$ cat src/hdl/c16alc_pkg.sv
// Shared types, constants and CRC helpers for the CRC-16 address/length check.
// No dependencies; imported by every module of the block.
`timescale 1ns / 1ps

package c16alc_pkg;

   localparam int unsigned BYTE_W  = 8;
   localparam int unsigned ADDR_W  = 29;
   localparam int unsigned CRC_W   = 16;
   localparam int unsigned COUNT_W = 7;

   // Byte count limits
   localparam logic [COUNT_W-1:0] COUNT_MAX  = 7'd64;
   localparam logic [COUNT_W-1:0] SKIP_BYTES = 7'd2;

   // Message lengths that carry a length-dependent XOR
   localparam logic [COUNT_W-1:0] LEN_8  = 7'd8;
   localparam logic [COUNT_W-1:0] LEN_16 = 7'd16;
   localparam logic [COUNT_W-1:0] LEN_24 = 7'd24;
   localparam logic [COUNT_W-1:0] LEN_32 = 7'd32;

   localparam logic [CRC_W-1:0] XOR_LEN_8  = 16'h5f29;
   localparam logic [CRC_W-1:0] XOR_LEN_16 = 16'h041d;
   localparam logic [CRC_W-1:0] XOR_LEN_24 = 16'h819d;
   localparam logic [CRC_W-1:0] XOR_LEN_32 = 16'h9f5b;

   // One input transaction
   typedef struct packed {
      logic [BYTE_W-1:0] payload_byte;
      logic              message_start;
      logic              message_end;
      logic [ADDR_W-1:0] message_address;
   } item_type;

   // One result transaction
   typedef struct packed {
      logic [CRC_W-1:0]   crc_value;
      logic [COUNT_W-1:0] message_bytes;
   } result_type;

   // Byte-wise CRC-16 update, polynomial 0x1021, MSB first (closed XOR form)
   function automatic logic [CRC_W-1:0] crc_fold(input logic [CRC_W-1:0] crc,
                                                 input logic [BYTE_W-1:0] data);
      logic [BYTE_W-1:0] x;
      x = crc[15:8] ^ data;
      x = x ^ (x >> 4);
      return {crc[7:0], 8'h00} ^ {x[3:0], 12'h000} ^ {3'b000, x, 5'b00000}
             ^ {8'h00, x};
   endfunction

   // Final XOR picked by message length
   function automatic logic [CRC_W-1:0] length_xor(input logic [COUNT_W-1:0] count);
      logic [CRC_W-1:0] mask;
      case (count)
         LEN_8:   mask = XOR_LEN_8;
         LEN_16:  mask = XOR_LEN_16;
         LEN_24:  mask = XOR_LEN_24;
         LEN_32:  mask = XOR_LEN_32;
         default: mask = '0;
      endcase
      return mask;
   endfunction

endpackage

$ cat src/hdl/c16alc_in_stage.sv
// Input register for the CRC-16 check: holds one request transaction.
// Depends on c16alc_pkg.
`timescale 1ns / 1ps

module c16alc_in_stage
   import c16alc_pkg::*;
(
   input  logic     clock,
   input  logic     reset,
   input  logic     req_valid,
   output logic     req_ready,
   input  item_type req_item,
   output logic     item_valid,
   input  logic     item_ready,
   output item_type item
);

   logic     valid_ff, valid_in;
   item_type item_ff;
   logic     take;

   // Refill whenever the held transaction leaves or the register is empty
   assign take      = valid_ff && item_ready;
   assign req_ready = !valid_ff || take;

   always_comb begin
      valid_in = valid_ff;
      if (req_valid && req_ready) begin
         valid_in = 1'b1;
      end else if (take) begin
         valid_in = 1'b0;
      end
   end

   always_ff @(posedge clock) begin
      if (reset) begin
         valid_ff <= 1'b0;
      end else begin
         valid_ff <= valid_in;
      end
   end

   // Capture payload on acceptance
   always_ff @(posedge clock) begin
      if (req_valid && req_ready) begin
         item_ff <= req_item;
      end
   end

   assign item_valid = valid_ff;
   assign item       = item_ff;

endmodule

$ cat src/hdl/c16alc_core.sv
// Running CRC and byte count; takes one byte per transaction, finishes on end mark.
// Depends on c16alc_pkg.
`timescale 1ns / 1ps

module c16alc_core
   import c16alc_pkg::*;
(
   input  logic       clock,
   input  logic       reset,
   input  logic       item_valid,
   output logic       item_ready,
   input  item_type   item,
   output logic       res_valid,
   input  logic       res_ready,
   output result_type res
);

   logic [CRC_W-1:0]   crc_ff, crc_in;
   logic [COUNT_W-1:0] count_ff, count_in;
   logic [CRC_W-1:0]   crc_base, crc_byte, crc_addr;
   logic [COUNT_W-1:0] count_base, count_new;
   logic               fire;

   // Non-final bytes never wait; the final byte needs room for its result
   assign item_ready = !item.message_end || res_ready;
   assign fire       = item_valid && item_ready;

   // Fold the byte unless it belongs to the checksum field
   always_comb begin
      crc_base   = item.message_start ? '0 : crc_ff;
      count_base = item.message_start ? '0 : count_ff;
      crc_byte   = (count_base >= SKIP_BYTES) ?
                   crc_fold(crc_base, item.payload_byte) : crc_base;
      count_new  = (count_base < COUNT_MAX) ? count_base + 7'd1 : count_base;
      crc_addr   = crc_fold(crc_fold(crc_byte, item.message_address[7:0]),
                            item.message_address[15:8]);
   end

   // Advance state; clear it after the last byte of a message
   always_comb begin
      crc_in   = crc_ff;
      count_in = count_ff;
      if (fire) begin
         if (item.message_end) begin
            crc_in   = '0;
            count_in = '0;
         end else begin
            crc_in   = crc_byte;
            count_in = count_new;
         end
      end
   end

   always_ff @(posedge clock) begin
      if (reset) begin
         crc_ff   <= '0;
         count_ff <= '0;
      end else begin
         crc_ff   <= crc_in;
         count_ff <= count_in;
      end
   end

   assign res_valid         = fire && item.message_end;
   assign res.crc_value     = crc_addr ^ length_xor(count_new);
   assign res.message_bytes = count_new;

endmodule

$ cat src/hdl/c16alc_out_stage.sv
// Result register for the CRC-16 check: holds one response transaction.
// Depends on c16alc_pkg.
`timescale 1ns / 1ps

module c16alc_out_stage
   import c16alc_pkg::*;
(
   input  logic       clock,
   input  logic       reset,
   input  logic       res_valid,
   output logic       res_ready,
   input  result_type res,
   output logic       rsp_valid,
   input  logic       rsp_ready,
   output result_type rsp
);

   logic       valid_ff, valid_in;
   result_type res_ff;

   // Accept a new result when empty or when the held one drains this cycle
   assign res_ready = !valid_ff || rsp_ready;

   always_comb begin
      valid_in = valid_ff;
      if (res_valid && res_ready) begin
         valid_in = 1'b1;
      end else if (rsp_ready) begin
         valid_in = 1'b0;
      end
   end

   always_ff @(posedge clock) begin
      if (reset) begin
         valid_ff <= 1'b0;
      end else begin
         valid_ff <= valid_in;
      end
   end

   always_ff @(posedge clock) begin
      if (res_valid && res_ready) begin
         res_ff <= res;
      end
   end

   assign rsp_valid = valid_ff;
   assign rsp       = res_ff;

endmodule

$ cat src/hdl/crc16_address_length_check.sv
// CRC-16 (poly 0x1021, init 0) over message payload plus address, with length XOR.
//
// Request channel (req_*): one payload byte per transaction with start/end marks
// and the message address (bits 15..0 used on the end byte). The first two
// bytes of a message are counted but not folded. Response channel (rsp_*): one
// transaction per message, on its end byte: check value and byte count (caps
// at 64). Bytes without an end mark give no response.
// Path: a request passes one input register, single-pass logic between, and
// one result register before it shows as a response.
// Throughput: one request per cycle while the result register takes end bytes;
// the per-byte CRC update is a short XOR network; messages flow with no gaps.
// Stall: while a response waits, non-final bytes keep flowing; an end byte
// waits in the input register until the result register frees up, and
// req_ready then drops.
// Reset (synchronous, active high): clears both valid flags, the running CRC
// and the byte count; bytes before any start mark begin a message from reset.
`timescale 1ns / 1ps

module crc16_address_length_check
   import c16alc_pkg::*;
(
   input  logic                clock,
   input  logic                reset,
   input  logic                req_valid,
   output logic                req_ready,
   input  logic [BYTE_W-1:0]   req_payload_byte,
   input  logic                req_message_start,
   input  logic                req_message_end,
   input  logic [ADDR_W-1:0]   req_message_address,
   output logic                rsp_valid,
   input  logic                rsp_ready,
   output logic [CRC_W-1:0]    rsp_crc_value,
   output logic [COUNT_W-1:0]  rsp_message_bytes
);

   item_type   req_item, item;
   result_type res, rsp;
   logic       item_valid, item_ready;
   logic       res_valid, res_ready;

   assign req_item.payload_byte    = req_payload_byte;
   assign req_item.message_start   = req_message_start;
   assign req_item.message_end     = req_message_end;
   assign req_item.message_address = req_message_address;

   // Input register
   c16alc_in_stage u_in_stage (
      .clock      (clock),
      .reset      (reset),
      .req_valid  (req_valid),
      .req_ready  (req_ready),
      .req_item   (req_item),
      .item_valid (item_valid),
      .item_ready (item_ready),
      .item       (item)
   );

   // CRC and count update
   c16alc_core u_core (
      .clock      (clock),
      .reset      (reset),
      .item_valid (item_valid),
      .item_ready (item_ready),
      .item       (item),
      .res_valid  (res_valid),
      .res_ready  (res_ready),
      .res        (res)
   );

   // Result register
   c16alc_out_stage u_out_stage (
      .clock     (clock),
      .reset     (reset),
      .res_valid (res_valid),
      .res_ready (res_ready),
      .res       (res),
      .rsp_valid (rsp_valid),
      .rsp_ready (rsp_ready),
      .rsp       (rsp)
   );

   assign rsp_crc_value     = rsp.crc_value;
   assign rsp_message_bytes = rsp.message_bytes;

endmodule

$ cat config.mk
export PLATFORM = sky130hd
export DESIGN_NAME = crc16_address_length_check
export DESIGN_NICKNAME = d
export VERILOG_FILES = /design/src/hdl/c16alc_pkg.sv /design/src/hdl/c16alc_in_stage.sv /design/src/hdl/c16alc_core.sv /design/src/hdl/c16alc_out_stage.sv /design/src/hdl/crc16_address_length_check.sv
export SDC_FILE = /design/constraint.sdc
export NUM_CORES = 1
export LEC_CHECK = 0
export ABC_AREA = 1
export BUFFER_PORTS_ARGS = -buffer_cell sky130_fd_sc_hd__buf_4
export CORE_MARGIN = 1
export CORE_UTILIZATION = 25
export CTS_CLUSTER_DIAMETER = 50
export DETAILED_ROUTE_END_ITERATION = 12
export PLACE_DENSITY_LB_ADDON = 0.1
export SYNTH_ARGS = -nofsm -noshare
export SYNTH_HDL_FRONTEND = slang
export SYNTH_SLANG_ARGS = --single-unit
$ cat constraint.sdc
create_clock -name clock -period 6.4 [get_ports clock]
set_input_delay 0.96 -clock clock [delete_from_list [all_inputs] [get_ports clock]]
set_output_delay 0.96 -clock clock [all_outputs]
set_load 0.005 [all_outputs]
==> run metrics, run 1 <==
status finished, final reports clean; ant diodes 0; Synth cell types 29; Routed Antenna Nets 0; LEAKAGE 2.50 nW; Hold Vio Cnt, Final 0; peak supply drop 0.125 mV; RSZ-0062 raised after global routing no; Die Width 136 um; Worst slew margin between 20% and 30%; Hold Crit Endpoint u_core.crc_ff[1]; Routability Congestion 0.761; I/O pin count 68; final setup violation count 0; WL per Instance 12.7 um; Tot GR Track Use roughly 14%; IO buf count 54; R2R Setup Slk 3.13 ns; layout cells sized above 1 15.6%; Die Y ~140 um; Final Util 30.9%; post-route setup TNS 0 ns; #FFs+latches synth 74; post-place setup slack around 3.0 ns; Post-CTS Setup Bufs 0; reg2reg start u_in_stage.item[30]; Area Growth Syn to Fin 20.0%; core area 17400 sq um; register area share after synthesis 43.9%; CTS Hold Bufs 0; Worst Hold Class reg -> reg; Synthesis Warnings 0; site row count 48; syn nets 658; crit path kind reg -> reg; WHS ~0.47 ns; post-DP HPWL about 8500 um; largest net degree at the start of global routing 36; placed cells slightly below 900; Via density around 4.4; Final period util about half; Area contributors post-synth edfxtp_1 33%, nand2_1 21%, dfxtp_1 11%, nand3_1 9.4%, inv_1 5.4%; pwr dens 223 nW/um^2; die footprint 18500 sq um; Clock Skew 0.00910 ns; iteration count of the initial detailed-routing pass 6; Yosys top cell by area edfxtp_1; vias post-DR a little under 4000; TritonCTS clock tree yes; DRC 0; cell count after synthesis 614; clk buf depth 2; element type at the critical path start register; CTS Buf Count 9; Worst-Margin Slew ~1.2 ns; WP data required about 6.5 ns; Arrival @ worst endpoint about 3.4 ns; post-route insts no fill 896; Max Cap Viol 0; first-pass GRT wire length roughly 19000 um; r2r endpoint u_out_stage.rsp[12]; CTS root buffer clkbuf_16; Total Routed Length 11400 um; Max Fclk 305 MHz; drt initial violations 252; CP max FO 32; H-tree depth 3; final setup margin ~3.1 ns; Yosys top cell area share 32.8%; Final Critical Period approximately 3.3 ns; Sink Count between 70 and 80; final net count between 700 and 800; initial antenna violation count 0; WHS Path Cells 2; mapped cell area 4490 sq um; PostCTS Resize Cnt 0; clk slew on worst S/H paths 0.06 ns; vias in the first global route 3809; global route overflow 0; R2R depth 17; worst-skew pair later-pin latency 0.35 ns; Mean Syn Cell Area 7.31 sq um; hold wc startpoint u_core.crc_ff[1]; max-slew violations 0; Starting Density approximately 26%; critical path endpoint category register
## metal layers
layer	vias to the layer above	global-route usage, %	part of all wire, %
li1	2086	-	-
met1	1759	16.9	48
met2	63	22.4	47
met3	14	2.54	3.4
met4	0	6.48	2.0
met5	-	0	0
## final cells by class
type                            count  area [sq um]
Inverter                           72           270
Timing Repair Buffer               54           405
Clock buffer                       14           264
Clock inverter                      2          35.0
Tap cell                          225           282
Fill cell                        1912         12000
Sequential cell                    74          1970
Multi-Input combinational cell    455          2160
## worst max-delay path, stage by stage (launching register included)
cell      delay (ns)
edfxtp_1        0.48
inv_2           0.52
nand2_1         0.23
inv_1           0.13
nand2_1         0.05
nand2_1         0.11
nand2_1         0.11
nand2_1         0.16
nand2_1         0.07
nand3_1         0.10
nand3_1         0.14
nand3b_1        0.16
nand3_1         0.20
nand2_2         0.18
nand2_1         0.06
nand2_1         0.12
nand3b_1        0.13
nand2_1         0.06
## cell families (layout without fill, tap and decap cells)
family / Yosys count / count (layout) / share of synthesized area [%]
and+or+nand+nor: 384 / 384 / 37.3
buffers and inverters: 85 / 142 / 8.00
DFF: 74 / 74 / 43.9
AOI/OAI and AO/OA: 45 / 45 / 5.41
xor gates and xnor gates: 25 / 25 / 5.04
adders and majority gates: 1 / 1 / 0.279
## through the flow
stage	instance area (sq um)	power, mW
2_1_floorplan	4490	0.643
3_3_place_gp	5090	0.691
6_report	5390	1.20
3_5_place_dp	5090	0.693
4_1_cts	5390	1.22
5_1_grt	5390	1.26
## power breakdown
part	internal (mW)	leakage [nW]	switching (mW)	total [mW]
sequential	0.532	0.670	0.00866	0.540
combinational	0.0523	1.68	0.0872	0.140
clock	0.323	0.147	0.196	0.519
total	0.907	2.50	0.292	1.20
## worst max-delay path by stage
stage,endpoint,from
final,u_out_stage.rsp[12],u_in_stage.item[30]
after global routing,u_out_stage.rsp[12],u_in_stage.item[30]
after CTS,u_out_stage.rsp[12],u_in_stage.item[30]
after detailed placement,u_core.crc_ff[13],rsp_ready
after global placement,u_core.crc_ff[13],rsp_ready
after floorplan,u_out_stage.rsp[22],u_in_stage.item[30]
## sequential cells by signal, summed over array words and instances (netlist names)
register	flops
u_core.count_ff	7
u_out_stage.rsp	23
u_in_stage.item	26
u_in_stage.item_valid	1
u_out_stage.rsp_valid	1
u_core.crc_ff	16
## synthesized netlist by cell type
| cell | instances |
|---|---|
| dfxtp_1 | 25 |
| nand2_4 | 1 |
| nand4_1 | 3 |
| nand3_4 | 1 |
| xnor2_2 | 1 |
| inv_1 | 65 |
| or2_2 | 1 |
| or2_1 | 2 |
| xor2_1 | 16 |
| nand3b_1 | 4 |
| xnor2_1 | 8 |
| clkbuf_1 | 6 |
| ha_1 | 1 |
| nand2_2 | 18 |
| nand3_1 | 84 |
| nand3_2 | 4 |
| buf_6 | 5 |
| nor2_2 | 1 |
| o21ai_1 | 9 |
| buf_2 | 2 |
| o211ai_1 | 4 |
| edfxtp_1 | 49 |
| nor2_1 | 16 |
| a21oi_1 | 27 |
| o21ai_2 | 2 |
| o21ai_0 | 3 |
| inv_2 | 7 |
| nor3_2 | 1 |
| nand2_1 | 248 |
## layout by cell type, fill, tap and decap left out
cell       instances
clkbuf_16          9
xor2_1            16
nand2_1          248
clkinv_2           1
xnor2_1            8
nor3_2             1
bufinv_16          1
o211ai_1           4
clkbuf_1           3
or2_2              1
o21ai_2            2
nand3_4            1
or2_1              2
nand3_2            4
inv_1             65
inv_2              7
o21ai_1            9
a21oi_1           27
edfxtp_1          49
dfxtp_1           25
nand4_1            3
buf_4             54
nor2_2             2
xnor2_2            1
clkbuf_8           2
o21ai_0            3
nand3b_1           4
nand3_1           84
ha_1               1
nor2_1            15
nand2_4            1
nand2_2           18
No activity file was read; power rests on OpenSTA's default activity.
==> run 2, diff against run 1 <==
--- a/config.mk
+++ b/config.mk
@@ -5,7 +5,7 @@
 export SDC_FILE = /design/constraint.sdc
 export NUM_CORES = 1
 export LEC_CHECK = 0
-export ABC_AREA = 1
+export ABC_AREA = 0
 export BUFFER_PORTS_ARGS = -buffer_cell sky130_fd_sc_hd__buf_4
 export CORE_MARGIN = 1
 export CORE_UTILIZATION = 25
==> constraint.sdc (replaced) <==
create_clock -name clock -period 3.25 [get_ports clock]
set_input_delay 0.4875 -clock clock [delete_from_list [all_inputs] [get_ports clock]]
set_output_delay 0.4875 -clock clock [all_outputs]
set_load 0.005 [all_outputs]
==> run 2 against run 1 <==
  * Sequential share of layout area grew 0.48 points
  * Critical path depth decreased by 9
  * Non-clock buffer count is 29 higher
  * Clock-buffer cell count fell by 5
  * Hold slack got worse by 0.16 ns
  * Critical path type unchanged
  * Critical endpoint is now u_out_stage.rsp[21]
  * Largest cell class unchanged
  * Highest routed layer unchanged
==> run metrics, run 2 <==
I/O pin count 68 (unchanged); most frequent CP cell xnor2_1; most frequent cells in the layout 82 x buf_4, 49 x edfxtp_1, 47 x xnor2_1; DR WL met2 4860 um (-8.5%); status finished, final reports clean; WP data required 3.34 ns (-3.16 ns); RSZ-0062 raised after global routing no; global route overflow 0 (unchanged); Post-CTS Setup Bufs 0 (unchanged); mapped cell area 4150 sq um (-7.6%); site row count 46 (-4.2%); clk slew on worst S/H paths 0.06 ns (about the same); Adder-Cell Fraction of Synth Area 0.301% (+0.023 points); Worst Hold Class in -> reg; CP Cell Sequence xnor2_1, or3_1, nand3_1, or3b_2, a21oi_1, xnor2_1, xnor3_1, xnor2_1; Top Family by Delay on Critical Path XOR/XNOR gates; Total Routed Length 10300 um (-9.7%); Top Metal Used met4; largest net degree at the start of global routing 39 (+8.3%); final net count 492 (-31%); critical path endpoint category register; CTS root buffer clkbuf_16; CP max FO 4 (-88%); Routed Antenna Nets 0 (unchanged); cell count after synthesis 375 (-39%); number of flip-flops in the largest register 26 (unchanged); PostCTS Resize Cnt 0 (unchanged); Arrival @ worst endpoint 3.12 ns (-0.25 ns); die footprint 17100 sq um (-7.4%); Power, Total 2.60 mW (+120%); Mean Syn Cell Area 11.1 sq um (+51%); Simple-Gate Fraction of Synth Area 14.2% (-23 points); iteration count of the initial detailed-routing pass 4 (-2); number of synthesized flops with an enable pin 49 (unchanged); Tot GR Track Use 12.9% (-0.61 points); max-slew violations 0 (unchanged); Synthesis Warnings 0 (unchanged); Max Cap Viol 0 (unchanged); peak supply drop 0.225 mV (+80%); TritonCTS clock tree yes; worst-skew pair later-pin latency 0.35 ns (about the same); met3 wire len 487 um (+26%); Clock Skew 0.00808 ns (-0.00102 ns); WL per Instance 15.3 um (+21%); Die Width 131 um (-3.8%); Worst-Margin Slew 0.993 ns (-0.170 ns); commonest non-fill, non-tap cell in the layout buf_4; R2R depth 8 (-9); register area share after synthesis 47.5% (+3.6 points); DRC 0 (unchanged); core area 16100 sq um (-7.8%); Synth cell types 60 (+110%); ant diodes 0 (unchanged); Bufs and invs on worst path 0 (-2); drt initial violations 193 (-23%); Max Fclk 330 MHz (+8.1%); Area Growth Syn to Fin 28.2%; CTS Buf Count 9 (unchanged); largest family of logic cells by synthesized area XOR/XNOR gates; element type at the critical path start register; Largest stage delay, worst path 0.56 ns (+0.04 ns); Worst path slowest cell xnor3_1; Via density 4.43 (+1.1%); LEAKAGE 1.98 nW (-21%); Final Critical Period 3.03 ns (-0.245 ns); vias in the first global route 2804 (-26%); H-tree depth 3 (unchanged); M1 WL 4740 um (-13%); Worst slew margin 33.8% (+11 points); WHS Path Cells 1 (-1); vias post-DR 2961 (-25%); Final period util 93.2% (+42 points); post-route setup TNS 0 ns (unchanged); crit path kind reg -> reg; Worst path depth 8 (-9); Routability Congestion 0.730 (-4.1%); CTS Hold Bufs 0 (unchanged); pwr dens 489 nW/um^2 (+120%); final setup violation count 0 (unchanged); initial antenna violation count 0 (unchanged); Hold Vio Cnt, Final 0 (unchanged); Sink Count 74 (unchanged); IO buf count 54 (unchanged); Die Y 131 um (-3.8%); xor/xnor share of the synthesized area 24.5% (+19 points); layout cells sized above 1 24.9% (+9.3 points); Yosys top cell by area edfxtp_1; Area contributors post-synth edfxtp_1 35%, dfxtp_1 12%, xnor2_1 9.9%, xor2_1 5.9%, xnor3_1 4.3%; most common cell in the synthesized netlist edfxtp_1; WHS 0.310 ns (-0.161 ns); post-DP HPWL 7430 um (-13%); most instantiated cells after synthesis 49 x edfxtp_1, 47 x xnor2_1, 40 x nor2_1, 28 x xor2_1, 25 x dfxtp_1; post-synthesis compound-gate area fraction 10.4% (+5.0 points); #FFs+latches synth 74 (unchanged); clk buf depth 2 (unchanged); mux cell area share after synthesis 0.271% (+0.27 points); syn nets 419 (-36%); asr flop ratio synth 0% (unchanged); Yosys top cell area share 35.5% (+2.7 points); Starting Density 25.8% (+0.070 points); Most used DFF post-synth edfxtp_1; first-pass GRT wire length 15800 um (-16%)
-- run 2: layout make-up --
type                       count  area (sq um)
clock buffer                   9           225
sequential                    74          1970
inverter                       5          18.8
multi-input combinational    275          2080
tap                          216           270
timing repair buffer          83           636
clock inverter                 7           118
fill                        1632         10700
-- run 2: path summary, 6_finish.rpt --
path                                         startpoint                  end  slack [ns]
worst max register to register      u_in_stage.item[36]  u_out_stage.rsp[21]        0.22
worst max-delay path                u_in_stage.item[36]  u_out_stage.rsp[21]        0.22
worst min-delay path            req_message_address[11]  u_in_stage.item[11]        0.31
worst min register to register         u_core.crc_ff[3]     u_core.crc_ff[3]        0.55
-- run 2: metrics by stage --
| stage | setup WS (ns) | cell area (sq um) | instances | utilization, % |
|---|---|---|---|---|
| floorplan | 0.0562 | 4150 | 375 | - |
| global placement | 0.218 | 4980 | 653 | 31.0 |
| detailed placement | 0.197 | 4980 | 653 | 31.0 |
| CTS | 0.181 | 5320 | 669 | 33.1 |
| global route | 0.00597 | 5320 | 669 | 33.1 |
| finish | 0.220 | 5320 | 669 | 33.1 |
-- run 2: worst reg2reg max path, stage by stage (launching register included) --
cell and delay, ns:
edfxtp_1 0.47, xnor2_1 0.21, or3_1 0.43, nand3_1 0.12, or3b_2 0.44, a21oi_1 0.18, xnor2_1 0.18, xnor3_1 0.56
xnor2_1 0.18
-- run 2: cells by family (layout without fill, tap and decap cells) --
logic type / Yosys count / in the layout
AO/OA/AOI/OAI: 66 / 66
XOR/XNOR: 91 / 91
adder cells (fa/ha/maj): 1 / 1
buffers and inverters: 26 / 104
flip-flops: 74 / 74
multiplexers: 1 / 1
AND/OR/NAND/NOR: 116 / 116
-- run 2: layer usage --
layer,track usage [%],vias up
met5,0,-
met4,6.02,0
met3,3.18,10
met2,20.8,57
met1,16.4,1406
li1,-,1488
-- run 2: power by group --
part           internal, mW  switching (mW)
registers              1.06          0.0210
logic                 0.189           0.169
clock network         0.748           0.413
total                  2.00           0.603
